$ cat src/fbap_pkg.sv
// fbap_pkg: shared types and constants of the crate bank parser
`default_nettype none
package fbap_pkg;

	localparam logic [31:0] HDR_MASK = 32'hff0f_ff00;

	localparam int CRATE_W  = 4;
	localparam int SLOT_W   = 5;
	localparam int CHAN_W   = 6;
	localparam int VALUE_W  = 14;
	localparam int KIND_W   = 2;
	localparam int BOARDS_W = 8;
	localparam int BWORDS_W = 7;

	// configuration register indexes
	localparam logic REG_BEGIN_MARKER = 1'b0;
	localparam logic REG_END_MARKER   = 1'b1;

	// result kinds
	localparam logic [KIND_W-1:0] KIND_HIT      = 2'd0;
	localparam logic [KIND_W-1:0] KIND_BAD_HDR  = 2'd1;
	localparam logic [KIND_W-1:0] KIND_MISMATCH = 2'd2;

	typedef enum logic [2:0] {
		PH_HEADER = 3'd0,
		PH_SKIP   = 3'd1,
		PH_BOARD  = 3'd2,
		PH_DATA   = 3'd3,
		PH_IGNORE = 3'd4
	} phase_t;

	typedef struct packed {
		phase_t                phase;
		logic [CRATE_W-1:0]    crate_number;
		logic [BOARDS_W-1:0]   boards_left;
		logic [SLOT_W-1:0]     board_slot;
		logic [BWORDS_W-1:0]   board_words_left;
	} parse_state_t;

	typedef struct packed {
		logic [KIND_W-1:0]  kind;
		logic [CRATE_W-1:0] crate;
		logic [SLOT_W-1:0]  slot;
		logic [CHAN_W-1:0]  channel;
		logic [VALUE_W-1:0] value;
		logic [SLOT_W-1:0]  word_slot;
	} result_t;

endpackage
`default_nettype wire

$ cat src/fbap_decode.sv
// fbap_decode: next-state and result decode for one bank word
`default_nettype none
module fbap_decode (
	input  fbap_pkg::parse_state_t st,
	input  logic [31:0]            word,
	input  logic                   bank_last,
	input  logic [31:0]            begin_marker,
	input  logic [31:0]            end_marker,
	output fbap_pkg::parse_state_t nxt,
	output logic                   res_valid,
	output fbap_pkg::result_t      res
);

	logic [fbap_pkg::SLOT_W-1:0]   ws;
	logic [fbap_pkg::BWORDS_W-1:0] cnt;
	logic [fbap_pkg::BWORDS_W-1:0] bwl_new;
	logic [fbap_pkg::BOARDS_W-1:0] boards_dec;
	logic [fbap_pkg::BWORDS_W-1:0] bwl_dec;
	fbap_pkg::phase_t              after_board;

	assign ws         = word[31:27];
	assign cnt        = word[6:0];
	assign bwl_new    = (cnt > 7'd1) ? cnt - 7'd1 : '0;
	assign boards_dec = st.boards_left - 8'd1;
	assign bwl_dec    = st.board_words_left - 7'd1;
	assign after_board = (st.boards_left == '0) ? fbap_pkg::PH_IGNORE : fbap_pkg::PH_BOARD;

	always_comb begin
		nxt       = st;
		res_valid = 1'b0;
		res       = '0;
		unique case (st.phase)
			fbap_pkg::PH_HEADER: begin
				if ((word & fbap_pkg::HDR_MASK) != begin_marker) begin
					res_valid = 1'b1;
					res.kind  = fbap_pkg::KIND_BAD_HDR;
					res.crate = word[23:20];
					nxt.phase = fbap_pkg::PH_IGNORE;
				end else begin
					nxt.crate_number = word[23:20];
					nxt.boards_left  = word[7:0];
					nxt.phase        = fbap_pkg::PH_SKIP;
				end
			end
			fbap_pkg::PH_SKIP: nxt.phase = after_board;
			fbap_pkg::PH_BOARD: begin
				if (word == end_marker) begin
					nxt.phase = fbap_pkg::PH_IGNORE;
				end else begin
					nxt.board_slot       = ws;
					nxt.board_words_left = bwl_new;
					nxt.boards_left      = boards_dec;
					if (bwl_new == '0)
						nxt.phase = (boards_dec == '0) ? fbap_pkg::PH_IGNORE
							: fbap_pkg::PH_BOARD;
					else
						nxt.phase = fbap_pkg::PH_DATA;
				end
			end
			fbap_pkg::PH_DATA: begin
				res_valid     = 1'b1;
				res.crate     = st.crate_number;
				res.slot      = st.board_slot;
				res.word_slot = ws;
				if (ws == st.board_slot) begin
					res.kind    = fbap_pkg::KIND_HIT;
					res.channel = word[22:17];
					res.value   = word[13:0];
				end else begin
					res.kind = fbap_pkg::KIND_MISMATCH;
				end
				nxt.board_words_left = bwl_dec;
				if (bwl_dec == '0)
					nxt.phase = after_board;
			end
			default: nxt.phase = fbap_pkg::PH_IGNORE;
		endcase
		if (bank_last)
			nxt.phase = fbap_pkg::PH_HEADER;
	end

endmodule
`default_nettype wire

$ cat src/fastbus_adc_bank_parser.sv
// fastbus_adc_bank_parser: crate data bank word parser, top level
//
// channel  | handshake            | payload
// ---------+----------------------+----------------------------------------------
// in       | in_valid / in_stall  | word[31:0], bank_last
// out      | out_valid / out_stall| kind, crate, slot, channel, value, word_slot
// cfg      | cfg_we               | cfg_index (0 begin, 1 end marker), cfg_data
//
// one word per clock while out_stall is low; a word passes the input register, then the result register
// cost is set by one decode pass between the input register and the result register
// reset clears valid flags, parse phase and counters; markers reset to zero
// in_stall rises only while the input register is full and the result register
// is both full and stalled
`default_nettype none
module fastbus_adc_bank_parser (
	input  logic        clk,
	input  logic        arst_n,
	// configuration
	input  logic        cfg_we,
	input  logic        cfg_index,
	input  logic [31:0] cfg_data,
	// input words
	input  logic        in_valid,
	output logic        in_stall,
	input  logic [31:0] word,
	input  logic        bank_last,
	// results
	output logic        out_valid,
	input  logic        out_stall,
	output logic [1:0]  kind,
	output logic [3:0]  crate,
	output logic [4:0]  slot,
	output logic [5:0]  channel,
	output logic [13:0] value,
	output logic [4:0]  word_slot
);

	// configuration registers
	logic [31:0] begin_marker_q;
	logic [31:0] end_marker_q;

	// input register stage
	logic        valid_s1;
	logic [31:0] word_s1;
	logic        last_s1;

	// parse state, advanced as each word leaves stage 1
	fbap_pkg::parse_state_t state_q;
	fbap_pkg::parse_state_t state_nxt;

	// result register
	logic              out_valid_q;
	fbap_pkg::result_t res_q;
	fbap_pkg::result_t res_nxt;
	logic              res_valid_nxt;

	logic out_free;
	logic adv_s1;
	logic take_in;

	// result register can load when empty or draining this cycle
	assign out_free = !out_valid_q || !out_stall;
	// every word leaves stage 1 through the result register slot, hit or not
	assign adv_s1   = valid_s1 && out_free;
	assign in_stall = valid_s1 && !out_free;
	assign take_in  = in_valid && !in_stall;

	always_ff @(posedge clk or negedge arst_n) begin
		if (!arst_n) begin
			begin_marker_q <= '0;
			end_marker_q   <= '0;
		end else if (cfg_we) begin
			unique case (cfg_index)
				fbap_pkg::REG_BEGIN_MARKER: begin_marker_q <= cfg_data;
				fbap_pkg::REG_END_MARKER:   end_marker_q   <= cfg_data;
				default: ;
			endcase
		end
	end

	// stage 1 valid
	always_ff @(posedge clk or negedge arst_n) begin
		if (!arst_n)
			valid_s1 <= 1'b0;
		else if (take_in)
			valid_s1 <= 1'b1;
		else if (adv_s1)
			valid_s1 <= 1'b0;
	end

	// stage 1 payload
	always_ff @(posedge clk) begin
		if (take_in) begin
			word_s1 <= word;
			last_s1 <= bank_last;
		end
	end

	fbap_decode u_decode (
		.st           (state_q),
		.word         (word_s1),
		.bank_last    (last_s1),
		.begin_marker (begin_marker_q),
		.end_marker   (end_marker_q),
		.nxt          (state_nxt),
		.res_valid    (res_valid_nxt),
		.res          (res_nxt)
	);

	// parse state commits once per word
	always_ff @(posedge clk or negedge arst_n) begin
		if (!arst_n) begin
			state_q.phase            <= fbap_pkg::PH_HEADER;
			state_q.crate_number     <= '0;
			state_q.boards_left      <= '0;
			state_q.board_slot       <= '0;
			state_q.board_words_left <= '0;
		end else if (adv_s1) begin
			state_q <= state_nxt;
		end
	end

	// result valid
	always_ff @(posedge clk or negedge arst_n) begin
		if (!arst_n)
			out_valid_q <= 1'b0;
		else if (out_free)
			out_valid_q <= adv_s1 && res_valid_nxt;
	end

	// result payload, held while stalled
	always_ff @(posedge clk) begin
		if (adv_s1 && res_valid_nxt)
			res_q <= res_nxt;
	end

	assign out_valid = out_valid_q;
	assign kind      = res_q.kind;
	assign crate     = res_q.crate;
	assign slot      = res_q.slot;
	assign channel   = res_q.channel;
	assign value     = res_q.value;
	assign word_slot = res_q.word_slot;

	// a bank's last word always returns the parser to expecting a crate header
	assert property (@(posedge clk) disable iff (!arst_n)
		(adv_s1 && last_s1) |=> (state_q.phase == fbap_pkg::PH_HEADER))
		else $error("phase not reset to header after bank last word");

	// a channel hit carries matching board and word slots
	assert property (@(posedge clk) disable iff (!arst_n)
		(out_valid_q && res_q.kind == fbap_pkg::KIND_HIT) |-> (res_q.slot == res_q.word_slot))
		else $error("channel hit with mismatched slot");

	// a new result only appears after a word sat in stage 1
	assert property (@(posedge clk) disable iff (!arst_n)
		$rose(out_valid_q) |-> $past(valid_s1))
		else $error("result produced without a staged word");

	// input is held off only while stage 1 and the result register are both full
	assert property (@(posedge clk) disable iff (!arst_n)
		in_stall |-> (valid_s1 && out_valid_q))
		else $error("input stalled with room in the pipeline");

endmodule
`default_nettype wire

$ cat config.mk
export PLATFORM = sky130hd
export DESIGN_NAME = fastbus_adc_bank_parser
export DESIGN_NICKNAME = d
export VERILOG_FILES = /design/src/fbap_pkg.sv /design/src/fbap_decode.sv /design/src/fastbus_adc_bank_parser.sv
export SDC_FILE = /design/constraint.sdc
export NUM_CORES = 1
export LEC_CHECK = 0
export BUFFER_PORTS_ARGS = -buffer_cell sky130_fd_sc_hd__buf_4
export CAP_MARGIN = 40
export CELL_PAD_IN_SITES_DETAIL_PLACEMENT = 1
export CELL_PAD_IN_SITES_GLOBAL_PLACEMENT = 1
export CORE_MARGIN = 2
export CORE_UTILIZATION = 45
export CTS_BUF_LIST = sky130_fd_sc_hd__clkbuf_16
export DETAILED_ROUTE_END_ITERATION = 10
export PLACE_DENSITY = 0.88
export SETUP_SLACK_MARGIN = 0.15
export SLEW_MARGIN = 20
export SYNTH_ARGS = -nofsm -noshare
export SYNTH_HDL_FRONTEND = slang
export SYNTH_HIERARCHICAL = 1
export SYNTH_SLANG_ARGS = --single-unit
$ cat constraint.sdc
create_clock -name clk -period 8.4 [get_ports clk]
set_input_delay 0.84 -clock clk [delete_from_list [all_inputs] [get_ports clk]]
set_output_delay 0.84 -clock clk [all_outputs]
set_load 0.01 [all_outputs]
==> out/summary.md, run 1 <==
The fraction of layout instances using a drive strength above 1 came out at 35.6%. The final routed DRC violation total was 0; the effective utilization at floorplan was 45.9%. The net count of the finished layout is 806.

Clock tree synthesis selected as its root buffer the cell clkbuf_16. For the remaining global-route overflow, the log shows 0. After legalization and detailed placement, the total HPWL measured 15.8 mm.

The core region is 17300 µm². The routability congestion estimate from global placement came out at 0.877. The source-to-sink clock delay at the later pin of the worst-skew pair is 440 ps, and the number of global-route vias before repair is 6133. The tool flagged a number of max-cap violations equal to 0. Dividing the detail-routed via count by the number of cells gives 5.79. At the pin with the least slew margin, the transition time is 815 ps. The flow ran to the end, and the final reports show no timing, DRC or antenna violations. The clock drives 162 sinks. The maximum fanout along the worst path is 36. TritonCTS built the clock tree. The number of buffers inserted by hold repair at cts is 0, and the final setup violation count is 0. The CTS clock-pin slew for the worst setup and hold paths is 70 ps.

In the synthesized netlist the dominant register cell turns out to be dfrtp_1. Across all setup checks in the final design, the least slack found is 5180 ps. The detailed router placed 5591 vias in this run.

The tools report the largest clock skew in the final design as 13.2 ps. Data arrives at the worst endpoint at 3340 ps. The overall power of the completed layout was 2.07 mW.

The logs give 0 for the number of setup buffers added after CTS and 18700 µm² for the die outline area. The number of nets in the synthesized netlist is 695. The share of the clock period used by the worst path after layout is 38.3%.

Setup repair after global routing left no endpoint under its margin. For this run, the top clock speed supported by timing is 0.310 GHz. TritonCTS created 17 clock buffers. Once the clock tree was built, the resizer swapped 0 gates to a different size. Proportion of register bits with asynchronous set or reset after synthesis: 57.4%.

The logs give 44.3% for the max-slew headroom at the worst pin and 48 for the row count. The tools report the maximum VDD drop as 0.173 mV. The number of instances in the synthesized netlist was 617. The data required time at the worst endpoint is 8520 ps, and the placement-stage worst setup slack is 5370 ps. For the antenna violation net count after detailed routing, the log shows 0. In this run the tool buffered the top-level ports with 108 buffer cells. After detailed routing, the average wire length per cell comes to 24.0 µm. 0 antenna diodes ended up in the layout.

The die width works out to 137 µm. The H-tree generated during clock tree synthesis spans 4 levels. At the end of the flow the core is filled with cells to 55.4%.

The maximum root-to-sink buffer count came out at 2. The worst setup path is launched from a register. Adding up every negative setup slack in the final design gives 0 ps. For the count of endpoints failing hold in the final timing report, the log shows 0. The critical path in this run is classified as reg2reg. The per-instance average area after synthesis was 12.9 µm²; the total of flip-flops plus latches after synthesis was 162.

Setup slack of the most critical reg-to-reg path: 5180 ps. STA classifies the critical path endpoint as a register. The run gives 7940 µm² as the synthesized cell area. In this run the power density over the cells is 216 nW/µm². The die is 137 µm tall. Synthesis-to-finish area growth: 20.8%. For the initial antenna violation count, the log shows 0. The number of different library cells used by synthesis comes to 68. The synthesis warning total is 6. Subtracting the final worst setup slack from the clock period gives 3220 ps.

The number of enable flip-flop cells after synthesis is 69. The layout has 1729 filler cells. Global routing consumed, over all layers together, 26.0% of the routing resources. The first global-routing pass estimated 35.6 mm of wire. Maximum number of pins on one net before global-route repair: 43. The number of primary I/O pins was 109. The number of detailed-routing iterations run before antenna repair was 5. The violation count after the first detailed-route iteration was 360. The tightest min-delay check is of the in2async type.

The run gives 0 as the final max-slew violation count. The sequential cells in the finished layout cover a total of 4400 µm². For this block, the routed nets add up to 23.1 mm of wire.

In the final layout, the multi-input gates occupy 3340 µm². Sequential elements use 55.4% of the synthesized area. Static leakage: 4.06 nW.
cells by family (layout without fill, tap and decap cells):
| kind of cell | count (synthesis) | count (layout) | share of synthesized area, % |
|---|---|---|---|
| adder cells (fa/ha/maj) | 7 | 7 | 1.10 |
| AND/OR/NAND/NOR | 164 | 164 | 11.6 |
| AO/OA/AOI/OAI | 73 | 73 | 6.73 |
| buffers and inverters | 39 | 163 | 2.79 |
| XOR/XNOR | 61 | 61 | 6.73 |
| multiplexers | 111 | 111 | 15.6 |
| flip-flops | 162 | 162 | 55.4 |
final timing paths:
path                                               startpoint                            end  cells after the start
worst max-delay path            begin_marker_q[4]$_DFFE_PN0P_             value[3]$_DFFE_PP_                      8
worst min-delay path                                   arst_n   end_marker_q[15]$_DFFE_PN0P_                      1
worst max register to register  begin_marker_q[4]$_DFFE_PN0P_             value[3]$_DFFE_PP_                      8
worst min register to register  begin_marker_q[7]$_DFFE_PN0P_  begin_marker_q[7]$_DFFE_PN0P_                      1
max in group asynchronous                              arst_n         state_q[6]$_DFFE_PN0P_                      3
min in group clk                begin_marker_q[7]$_DFFE_PN0P_  begin_marker_q[7]$_DFFE_PN0P_                      1
sequential cells by signal (all words and copies together), names as in the netlist, 5 cells and up:
name            count
begin_marker_q     32
end_marker_q       32
word_s1            32
state_q            27
value              14
channel             6
slot                5
word_slot           5
where the power goes:
part,switching (mW),internal (mW),leakage [nW],total (mW)
Sequential,0.0717,0.920,1.82,0.992
Clock,0.347,0.416,0.281,0.763
Combinational,0.167,0.149,1.96,0.316
Total,0.586,1.49,4.06,2.07
worst max-delay path, cell delays in order, from the launching register on:
cell,delay (ps)
dfrtp_1,400
nor4_1,600
nand4_1,210
nor2_1,550
a21oi_1,350
nand2b_1,290
nand2_1,150
a21oi_4,40
buf_4,270
cell usage in the layout (no fill, tap or decap), types with 3 or more instances in the layout:
| master | netlist | layout |
|---|---|---|
| a211oi_1 | 3 | 3 |
| a21boi_0 | 3 | 3 |
| a21o_1 | 3 | 3 |
| a21oi_1 | 11 | 10 |
| a221oi_1 | 4 | 4 |
| a22o_1 | 4 | 4 |
| and2_1 | 32 | 32 |
| and4_1 | 3 | 3 |
| buf_4 | 4 | 116 |
| clkbuf_16 | 0 | 17 |
| clkinv_2 | 0 | 3 |
| clkinv_4 | 0 | 3 |
| dfrtp_1 | 93 | 93 |
| edfxtp_1 | 69 | 69 |
| ha_1 | 7 | 7 |
| inv_1 | 12 | 12 |
| inv_6 | 0 | 3 |
| mux2_1 | 3 | 3 |
| mux2_2 | 97 | 97 |
| mux2i_1 | 10 | 10 |
| nand2_1 | 32 | 31 |
| nand2b_1 | 5 | 5 |
| nand3_1 | 11 | 11 |
| nand4_1 | 7 | 7 |
| nand4b_1 | 3 | 3 |
| nor2_1 | 24 | 24 |
| nor2b_1 | 4 | 3 |
| nor3_1 | 14 | 14 |
| nor4_1 | 13 | 12 |
| o21ai_0 | 12 | 12 |
| xnor2_1 | 26 | 26 |
| xor2_1 | 35 | 35 |
routing by layer:
| metal | vias up | wire length, µm | track usage [%] |
|---|---|---|---|
| li1 | 2483 | - | - |
| met1 | 2888 | 9420 | 31.9 |
| met2 | 187 | 12100 | 45.8 |
| met3 | 33 | 1220 | 5.15 |
| met4 | 0 | 439 | 9.05 |
| met5 | - | 0 | 0 |
cell usage after synthesis (all sizes together) (2+ instances only):
cell     number  area [µm²]
a2111oi       2        17.5
a211o         2        17.5
a211oi        3        22.5
a21boi        4        41.3
a21o          3        22.5
a21oi        11        55.1
a221oi        4        35.0
a22o          4        35.0
a2bb2oi       2        17.5
a311oi        2        17.5
a31o          2        17.5
a31oi         2        12.5
and2         32         200
and3          2        12.5
and4          5        46.3
and4b         2        20.0
buf          18         139
clkbuf        9        37.5
dfrtp        93        2330
edfxtp       69        2070
ha            7        87.6
inv          12        45.0
mux2        101        1140
mux2i        10         100
nand2        33         131
nand2b        5        31.3
nand3        11        55.1
nand3b        2        15.0
nand4         7        43.8
nand4b        3        26.3
nor2         24        90.1
nor2b         4        25.0
nor3         14        70.1
nor3b         2        15.0
nor4         15         115
o211ai        2        15.0
o21a          2        15.0
o21ai        14        73.8
o21bai        2        15.0
o221a         2        22.5
o22ai         2        12.5
xnor2        26         228
xor2         35         307
metrics by stage:
stage	instances	hold WS [ps]	cell area, µm²
after CTS	963	303	9540
after detailed placement	931	502	8970
after global routing	966	312	9590
after floorplan	617	457	7940
final	966	310	9590
after global placement	929	489	8920
area by class of cell:
cell class	count	area share, %
Sequential cell	162	45.9
Timing Repair Buffer	119	9.87
Tap cell	225	2.94
Clock inverter	15	1.58
Inverter	12	0.470
Clock buffer	17	4.44
Multi-Input combinational cell	416	34.8
Note: power is estimated with default switching activity, not from simulation.
==> run 2: changes to the inputs <==
--- a/config.mk
+++ b/config.mk
@@ -5,15 +5,16 @@
 export SDC_FILE = /design/constraint.sdc
 export NUM_CORES = 1
 export LEC_CHECK = 0
+export ABC_AREA = 1
 export BUFFER_PORTS_ARGS = -buffer_cell sky130_fd_sc_hd__buf_4
 export CAP_MARGIN = 40
 export CELL_PAD_IN_SITES_DETAIL_PLACEMENT = 1
 export CELL_PAD_IN_SITES_GLOBAL_PLACEMENT = 1
 export CORE_MARGIN = 2
-export CORE_UTILIZATION = 45
+export CORE_UTILIZATION = 39
 export CTS_BUF_LIST = sky130_fd_sc_hd__clkbuf_16
 export DETAILED_ROUTE_END_ITERATION = 10
-export PLACE_DENSITY = 0.88
+export PLACE_DENSITY = 0.87
 export SETUP_SLACK_MARGIN = 0.15
 export SLEW_MARGIN = 20
 export SYNTH_ARGS = -nofsm -noshare
==> constraint.sdc (replaced) <==
create_clock -name clk -period 2.6 [get_ports clk]
set_input_delay 0.26 -clock clk [delete_from_list [all_inputs] [get_ports clk]]
set_output_delay 0.26 -clock clk [all_outputs]
set_load 0.01 [all_outputs]
==> run 2 against run 1 <==
Worst hold slack worse by 290 ps. Total power rose to 3.4 times the previous value. Die area up 21%. Combinational power increased to 4.0 times the previous value. Sequential share of layout area shrank 3.0 points. Count of clock-buffer cells in the layout is 2 higher. Global-route usage decreased by 1.3 points. Register-to-register slack lost 4900 ps. Area after synthesis up 5.0%.
==> out/summary.md, run 2 <==
Once detail routing completed, the nets flagged for antenna violations numbered 0. The logs give 10.8 ps for the largest clock skew in the final design and 1238 for the final net count. Across the run, the number of max-cap violations was 0. Remaining global-route overflow: 0. The fraction of layout instances using a drive strength above 1 was 15.7%; the routed length per placed instance was 18.6 µm.

The post-detailed-placement half-perimeter wirelength is 17.7 mm, and the number of primary I/O pins is 109. The share of the clock period used by the worst path after layout was 89.1%; the port buffer count was 108. The run finished with clean final reports. Effective utilization at floorplan: 39.6%. The power per cell area was 685 nW/µm²; the die height was 150 µm. Via count of the routed design: 7531. For this design the static power due to leakage is 5.01 nW. After synthesis, the largest area contributor takes up 27.9% of total cell area. The tools report the max-slew headroom at the worst pin as 50.5%. The biggest area contributor in the post-synthesis netlist is dfrtp_1. Leaving out fill and tap cells, the most frequent cell in the layout is nand2_1. In the synthesized netlist the dominant register cell turns out to be dfrtp_1. After synthesis, the mean cell area works out to 8.11 µm². For the pin with the worst max-slew slack, the measured transition is 741 ps.

The logs give 53 for the row count and 183 ps for the placement-stage worst setup slack. The tools report the maximum VDD drop as 0.551 mV. The tools report the final setup violation count as 0. The worst setup path is captured at a register. The finished layout holds 1448 standard cells, fillers aside. For the final routed database, the setup TNS stands at 0 ps.

The clock passes through at most 2 buffers. The proportion of register bits with asynchronous set or reset after synthesis is 57.4%, and the number of instances in the placed design is 1391. Routability-driven placement finished with a final weighted congestion of 0.827. In this design, the stage delay of the slowest critical-path cell is 520 ps.

The number of global-route vias before repair was 7858; the synthesis-to-finish area growth was 23.0%. By count the netlist is led by nand2_1, nand3_1, nor2_1. The largest registers in the layout are begin_marker_q (32), end_marker_q (32), word_s1 (32). The die width was 150 µm; the final max-slew violation count was 0. By instance count, the cell type seen most on the critical path is nand2_1.

For the placeable core region, the log shows 21000 µm². The clock drives 162 sinks. The tools report the root cell of the clock tree as clkbuf_16. The source of the critical timing path was word_s1[31]$_DFFE_PP_. The cell type of the slowest stage on the worst timing path is edfxtp_1. The H-tree was split into 4 levels.

Setup repair after global routing left no endpoint under its margin. Clock period minus final worst setup slack: 2320 ps. The run gives 1106 as the post-synth net total. The worst register-to-register path begins at word_s1[31]$_DFFE_PP_. The worst hold path begins at word[8]. The maximum frequency from static timing analysis is 0.432 GHz. The share of total power dissipated in sequential elements is 45.8%. Global routing consumed, over all layers together, 24.7% of the routing resources. By area the synthesized netlist is led by dfrtp_1, edfxtp_1, nand2_1, nand3_1, nor2_1.

Clock tree synthesis inserted a total of 17 buffers. Entering global routing, the biggest net connects 46 pins. The worst path meets setup with 283 ps of slack. The cell count after synthesis came out at 1028. Summed over all layers, the routed wires come to 27.0 mm. For the endpoint arrival time on the critical path, the log shows 2460 ps.

The count of endpoints failing hold in the final timing report is 0. TritonCTS built the clock tree. The first global-routing pass estimated 42.7 mm of wire.

Before antenna repair, the detailed router went through 5 iterations. The signal on the critical path passes through inv_1 > nand2_1 > nand2_1 > nor2_1 > nand2_1 > nor2_1 > nand3_1 > nand2_2 > nand2_1 > inv_1 > nor2_4 > buf_4. The dominant cell by count in the synthesized netlist is nand2_1.

For the initial antenna violation count, the log shows 0. Path type of the worst min-delay path: in2reg. The fraction of power spent switching nets came out at 29.1%. The synthesized cell area is 8330 µm², and the die outline area is 22600 µm². Sequential fraction of the synthesis area: 52.8%. The total of flip-flops plus latches after synthesis was 162. The worst setup path is launched from a register. In this run the worst path has a maximum fanout of 20.

The internal portion of the total power is 4.98 mW. STA puts the critical path data required time at 2740 ps. Yosys printed 6 warnings.

The run gives 467 as the violation count after the first detailed-route iteration. Synthesis instantiated 36 different standard cells from the library. The category of the critical setup timing path is reg2reg. Clock-pin slew was measured on the worst setup and hold paths at 60 ps. The tools report the final routed DRC violation total as 0.

The clock network burns 36.1% of the power. In this run the power spent charging and discharging nets is 2.04 mW. The source-to-sink clock delay at the later pin of the worst-skew pair was 430 ps. The total inserted antenna cells was 0. The number of enable flip-flop cells after synthesis is 69.

After detailed routing, the number of vias per cell comes to 5.20. In the layout the commonest cells are nand2_1, buf_4, nand3_1, nor2_1, dfrtp_1. The combinational share of power is 18.1%.
run 2: changes by cell type in the layout (fill, tap and decap cells not counted), sizes merged, moves of 9 or more:
| cell | before | now |
|---|---|---|
| mux2 | 101 | 0 |
| dlygate4sd3 | 0 | 22 |
| mux2i | 10 | 0 |
| nor2 | 24 | 103 |
| and2 | 32 | 1 |
| nand2 | 33 | 408 |
| nor4 | 15 | 0 |
| nand3 | 11 | 107 |
| buf | 119 | 128 |
| inv | 17 | 92 |
| xnor2 | 26 | 11 |
run 2: metrics by stage:
| step | hold WS, ps | utilization, % | area (µm²) | power [mW] |
|---|---|---|---|---|
| CTS | 0.114 | 48.6 | 10200 | 7.04 |
| global placement | 340 | 44.7 | 9390 | 4.40 |
| global route | 3.35 | 48.8 | 10300 | 7.31 |
| finish | 21.4 | 48.8 | 10300 | 7.02 |
| floorplan | -35.6 | - | 8340 | 3.86 |
| detailed placement | 329 | 44.7 | 9400 | 4.45 |
run 2: final cells by class:
cell class / count / area, µm²
inverters: 91 / 342
well taps: 275 / 344
repair buffers: 150 / 1190
multi-input cells: 738 / 3380
clock buffers: 19 / 475
flip-flops and latches: 162 / 4400
clock inverters: 13 / 116
fillers: 2519 / 10800
run 2: worst paths after layout:
path | to | slack [ps] | cells after the start
worst min register to register | begin_marker_q[0]$_DFFE_PN0P_ | 490 | 2
worst min-delay path | word_s1[8]$_DFFE_PP_ | 20 | 1
max in group asynchronous | begin_marker_q[14]$_DFFE_PN0P_ | 1530 | 3
min in group asynchronous | end_marker_q[25]$_DFFE_PN0P_ | 390 | 2
worst max-delay path | value[0]$_DFFE_PP_ | 280 | 12
worst max register to register | value[0]$_DFFE_PP_ | 280 | 12
run 2: logic make-up (layout without fill, tap and decap cells):
| family | after synthesis | in the layout | synth area share [%] |
|---|---|---|---|
| fa+ha+maj | 7 | 7 | 1.05 |
| simple gates | 649 | 649 | 32.1 |
| buf+inv | 128 | 273 | 6.97 |
| compound gates | 41 | 41 | 2.81 |
| flops | 162 | 162 | 52.8 |
| xor+xnor | 41 | 41 | 4.31 |
run 2: power groups by stage:
stage / registers [mW] / clock network [mW] / logic (mW)
after floorplan: 3.25 / 0 / 0.610
after global placement: 3.24 / 0 / 1.16
after detailed placement: 3.25 / 0 / 1.20
after CTS: 3.21 / 2.57 / 1.26
after global routing: 3.24 / 2.68 / 1.39
final: 3.22 / 2.53 / 1.27
run 2: what timing repair did:
action,4_1_cts,5_1_grt
endpoints found under the hold margin,63,0
setup buffers,0,3
hold buffers,22,0
endpoints found under the setup margin,1,51
resized for setup,1,4
cloned,0,0
run 2: layer usage:
metal  GRT usage (%)  part of all wire [%]  vias up
met5               0                     0        -
met4            8.35                   2.4        0
met3            4.21                   4.1       56
met2            42.5                    51      232
met1            31.6                    43     3735
li1                -                     -     3508
run 2: critical path: cells and delay by family, from the launching register on:
| family | cells | cell delay, ps |
|---|---|---|
| flip-flops | 1 | 520 |
| AND/OR/NAND/NOR | 9 | 1010 |
| buffers and inverters | 3 | 480 |
==> run 3: changes to the inputs <==
--- a/config.mk
+++ b/config.mk
@@ -8,13 +8,11 @@
 export ABC_AREA = 1
 export BUFFER_PORTS_ARGS = -buffer_cell sky130_fd_sc_hd__buf_4
 export CAP_MARGIN = 40
-export CELL_PAD_IN_SITES_DETAIL_PLACEMENT = 1
-export CELL_PAD_IN_SITES_GLOBAL_PLACEMENT = 1
 export CORE_MARGIN = 2
-export CORE_UTILIZATION = 39
+export CORE_UTILIZATION = 45
 export CTS_BUF_LIST = sky130_fd_sc_hd__clkbuf_16
 export DETAILED_ROUTE_END_ITERATION = 10
-export PLACE_DENSITY = 0.87
+export PLACE_DENSITY = 0.78
 export SETUP_SLACK_MARGIN = 0.15
 export SLEW_MARGIN = 20
 export SYNTH_ARGS = -nofsm -noshare
==> run 3 against run 2 <==
The flow now finishes with violations (design-rule violations). Combinational power fell by 4%. Total power fell by 3.8%. Global-route usage is 2.2 points lower. Clock skew fell by 1.3 ps. Die area is 13% lower. Register-to-register slack better by 70 ps. First-iteration DRC count grew 57%. Non-clock buffer count grew 3. Setup slack improved by 70 ps. Critical path type unchanged. Clock power down 8%. Utilization grew 7.5 points.
==> out/summary.md, run 3 (synthesis results as in run 2) <==
The flow ran to the end, but the final reports show violations. The checks that failed: design-rule violations. The final setup violation count came out at 0.

For the final database, setup skew stands at 9.50 ps. The logs give 7028 for the number of global-route vias before repair and 162 for the CTS sink count. Once detail routing completed, the nets flagged for antenna violations numbered 0. Largest delay contributor family on the critical path: simple AND/OR/NAND/NOR gates. In this run the tool buffered the top-level ports with 108 buffer cells.

The first global-routing pass estimated 34.9 mm of wire. The source-to-sink clock delay at the later pin of the worst-skew pair is 430 ps, and the data required time at the worst endpoint is 2960 ps. The routability congestion estimate from global placement is 0.867. The finished cells cover 10200 µm². For this design the ratio of total power to cell area is 665 nW/µm². The count of endpoints failing hold in the final timing report is 0. Critical register-to-register path startpoint: begin_marker_q[6]$_DFFE_PN0P_. Following the worst setup path forward leads to its endpoint at state_q[13]$_DFFE_PN0P_. The number of primary I/O pins is 109. The worst register-to-register path has a setup slack of 350 ps.

Most frequent standard cell in the layout excluding fill and tap cells: nand2_1. Compared with the post-synthesis result, the final layout area differs by 22.0%. The HPWL after detailed placement is 14.7 mm.

The worst-case IR drop observed on VDD is 0.481 mV. The number of clock buffers added by TritonCTS is 17. In this design, the critical path's most frequently occurring cell is nor2_1.

Once placement finished, the instance area stood at 9340 µm². Static leakage: 4.97 nW. Max-cap violations in this run came to 0.

The detailed-route vias per instance works out to 5.22. The tools report the placeable core region as 18100 µm². TritonCTS built the clock tree.

The final max-slew violation count was 0; the die height was 140 µm. In the layout the commonest cells are nand2_1, buf_4, nand3_1, nor2_1, dfrtp_1. The endpoint arrival time on the critical path is 2610 ps. In the routed design, unresolved DRC markers number 5.

The number of instances in the placed design was 1343. The CTS clock-pin slew for the worst setup and hold paths was 60 ps. At the end of the flow the core is filled with cells to 56.2%.

In this run the core area contains 49 standard-cell rows. The number of buffers and inverters on the critical path was 0; the maximum fanout along the worst path was 17. The run gives 1241 as the final net count. The cell type of the slowest stage on the worst timing path was nand4_2. Walking the worst path, the cells encountered are nor2_1 > nand2_1 > nor2_1 > nand2_1 > nor2_1 > nand4_2 > nor2_1 > a21oi_1 > nand3_1 > nand3_1 > nand2_1. Counting buffers and inverters, the worst setup path is 11 cells deep.

Detailed routing inserted a total of 7334 vias. The first detailed-routing pass took 8 iterations. The logs give 0 for the initial antenna violation count and 0 ps for the total negative setup slack. The worst register-to-register path ends at state_q[13]$_DFFE_PN0P_.

The clock passes through at most 2 buffers. After global routing the overflow that remains totals 0. The tools report the kind of start point of the critical path as a register. The final wirelength is 21.7 mm, and the share of the clock period used by the worst path after layout is 86.5%. The worst register-to-register path has a depth of 11. Once the floorplan was initialized, standard cells occupied 46.1% of the core. Global routing consumed, over all layers together, 22.5% of the routing resources.

The detailed router finished its first iteration with 731 violations. The max-slew headroom at the worst pin is 53.3%. STA classifies the critical path endpoint as a register. CTS built an H-tree with a depth of 4. The category of the critical setup timing path was reg2reg. Peak per-stage delay on the critical path: 440 ps. Setup repair after global routing left no endpoint under its margin.

The largest registers in the layout are begin_marker_q (32), end_marker_q (32), word_s1 (32). In this run the horizontal extent of the chip is 140 µm. After detailed routing, the average wire length per cell comes to 15.4 µm. The fraction of layout instances using a drive strength above 1 came out at 15.1%. In this run the worst setup path begins at begin_marker_q[6]$_DFFE_PN0P_. Post-CTS repair changed the size of 0 cells.

After layout, the design draws a total of 6.76 mW. The finished layout holds 1404 standard cells, fillers aside. At the pin with the least slew margin, the transition time is 698 ps.

The die covers 19600 µm². In this run the clock root is driven by a clkbuf_16. The tools report the maximum number of pins on one net before global-route repair as 47. The clock period minus final worst setup slack works out to 2250 ps. The tightest min-delay check is of the in2reg type. The maximum frequency from static timing analysis was 0.445 GHz; the total inserted antenna cells was 0.
## run 3: repair_timing
action	CTS	global route
hold buffers	25	2
setup buffers	0	3
setup endpoints to repair	0	1
endpoints found under the hold margin	68	2
## run 3: through the flow
step                      worst slack, ps  hold WS, ps
final                                 352         19.8
after floorplan                       363        -35.6
after detailed placement              371          334
after global placement                373          334
after CTS                             356         2.46
after global routing                  169         1.01
## run 3: report_power, final
part	internal (mW)	total, mW	switching, mW
Combinational	0.477	1.22	0.746
Clock	1.30	2.34	1.04
Sequential	3.00	3.19	0.189
Total	4.79	6.76	1.97
## run 3: worst min path at each step
stage / from / endpoint / slack, ps / cells after the start
after floorplan: arst_n / begin_marker_q[0]$_DFFE_PN0P_ / -40 / 0
after global placement: arst_n / end_marker_q[4]$_DFFE_PN0P_ / 330 / 1
after detailed placement: arst_n / end_marker_q[6]$_DFFE_PN0P_ / 330 / 1
after CTS: word[5] / word_s1[5]$_DFFE_PP_ / 2 / 1
after global routing: word[1] / word_s1[1]$_DFFE_PP_ / 1 / 1
final: word[7] / word_s1[7]$_DFFE_PP_ / 20 / 1
## run 3: area by class of cell
class                           count  area [µm²]
Clock buffer                       17         425
Clock inverter                     14         114
Fill cell                        1569        7920
Inverter                           91         342
Multi-Input combinational cell    738        3360
Sequential cell                   162        4400
Tap cell                          229         287
Timing Repair Buffer              153        1240
## run 3: routing by layer
metal	global-route usage [%]	wire, µm
met3	4.62	1490
met2	38.3	10600
met4	6.01	306
met5	0	0
met1	29.5	9270
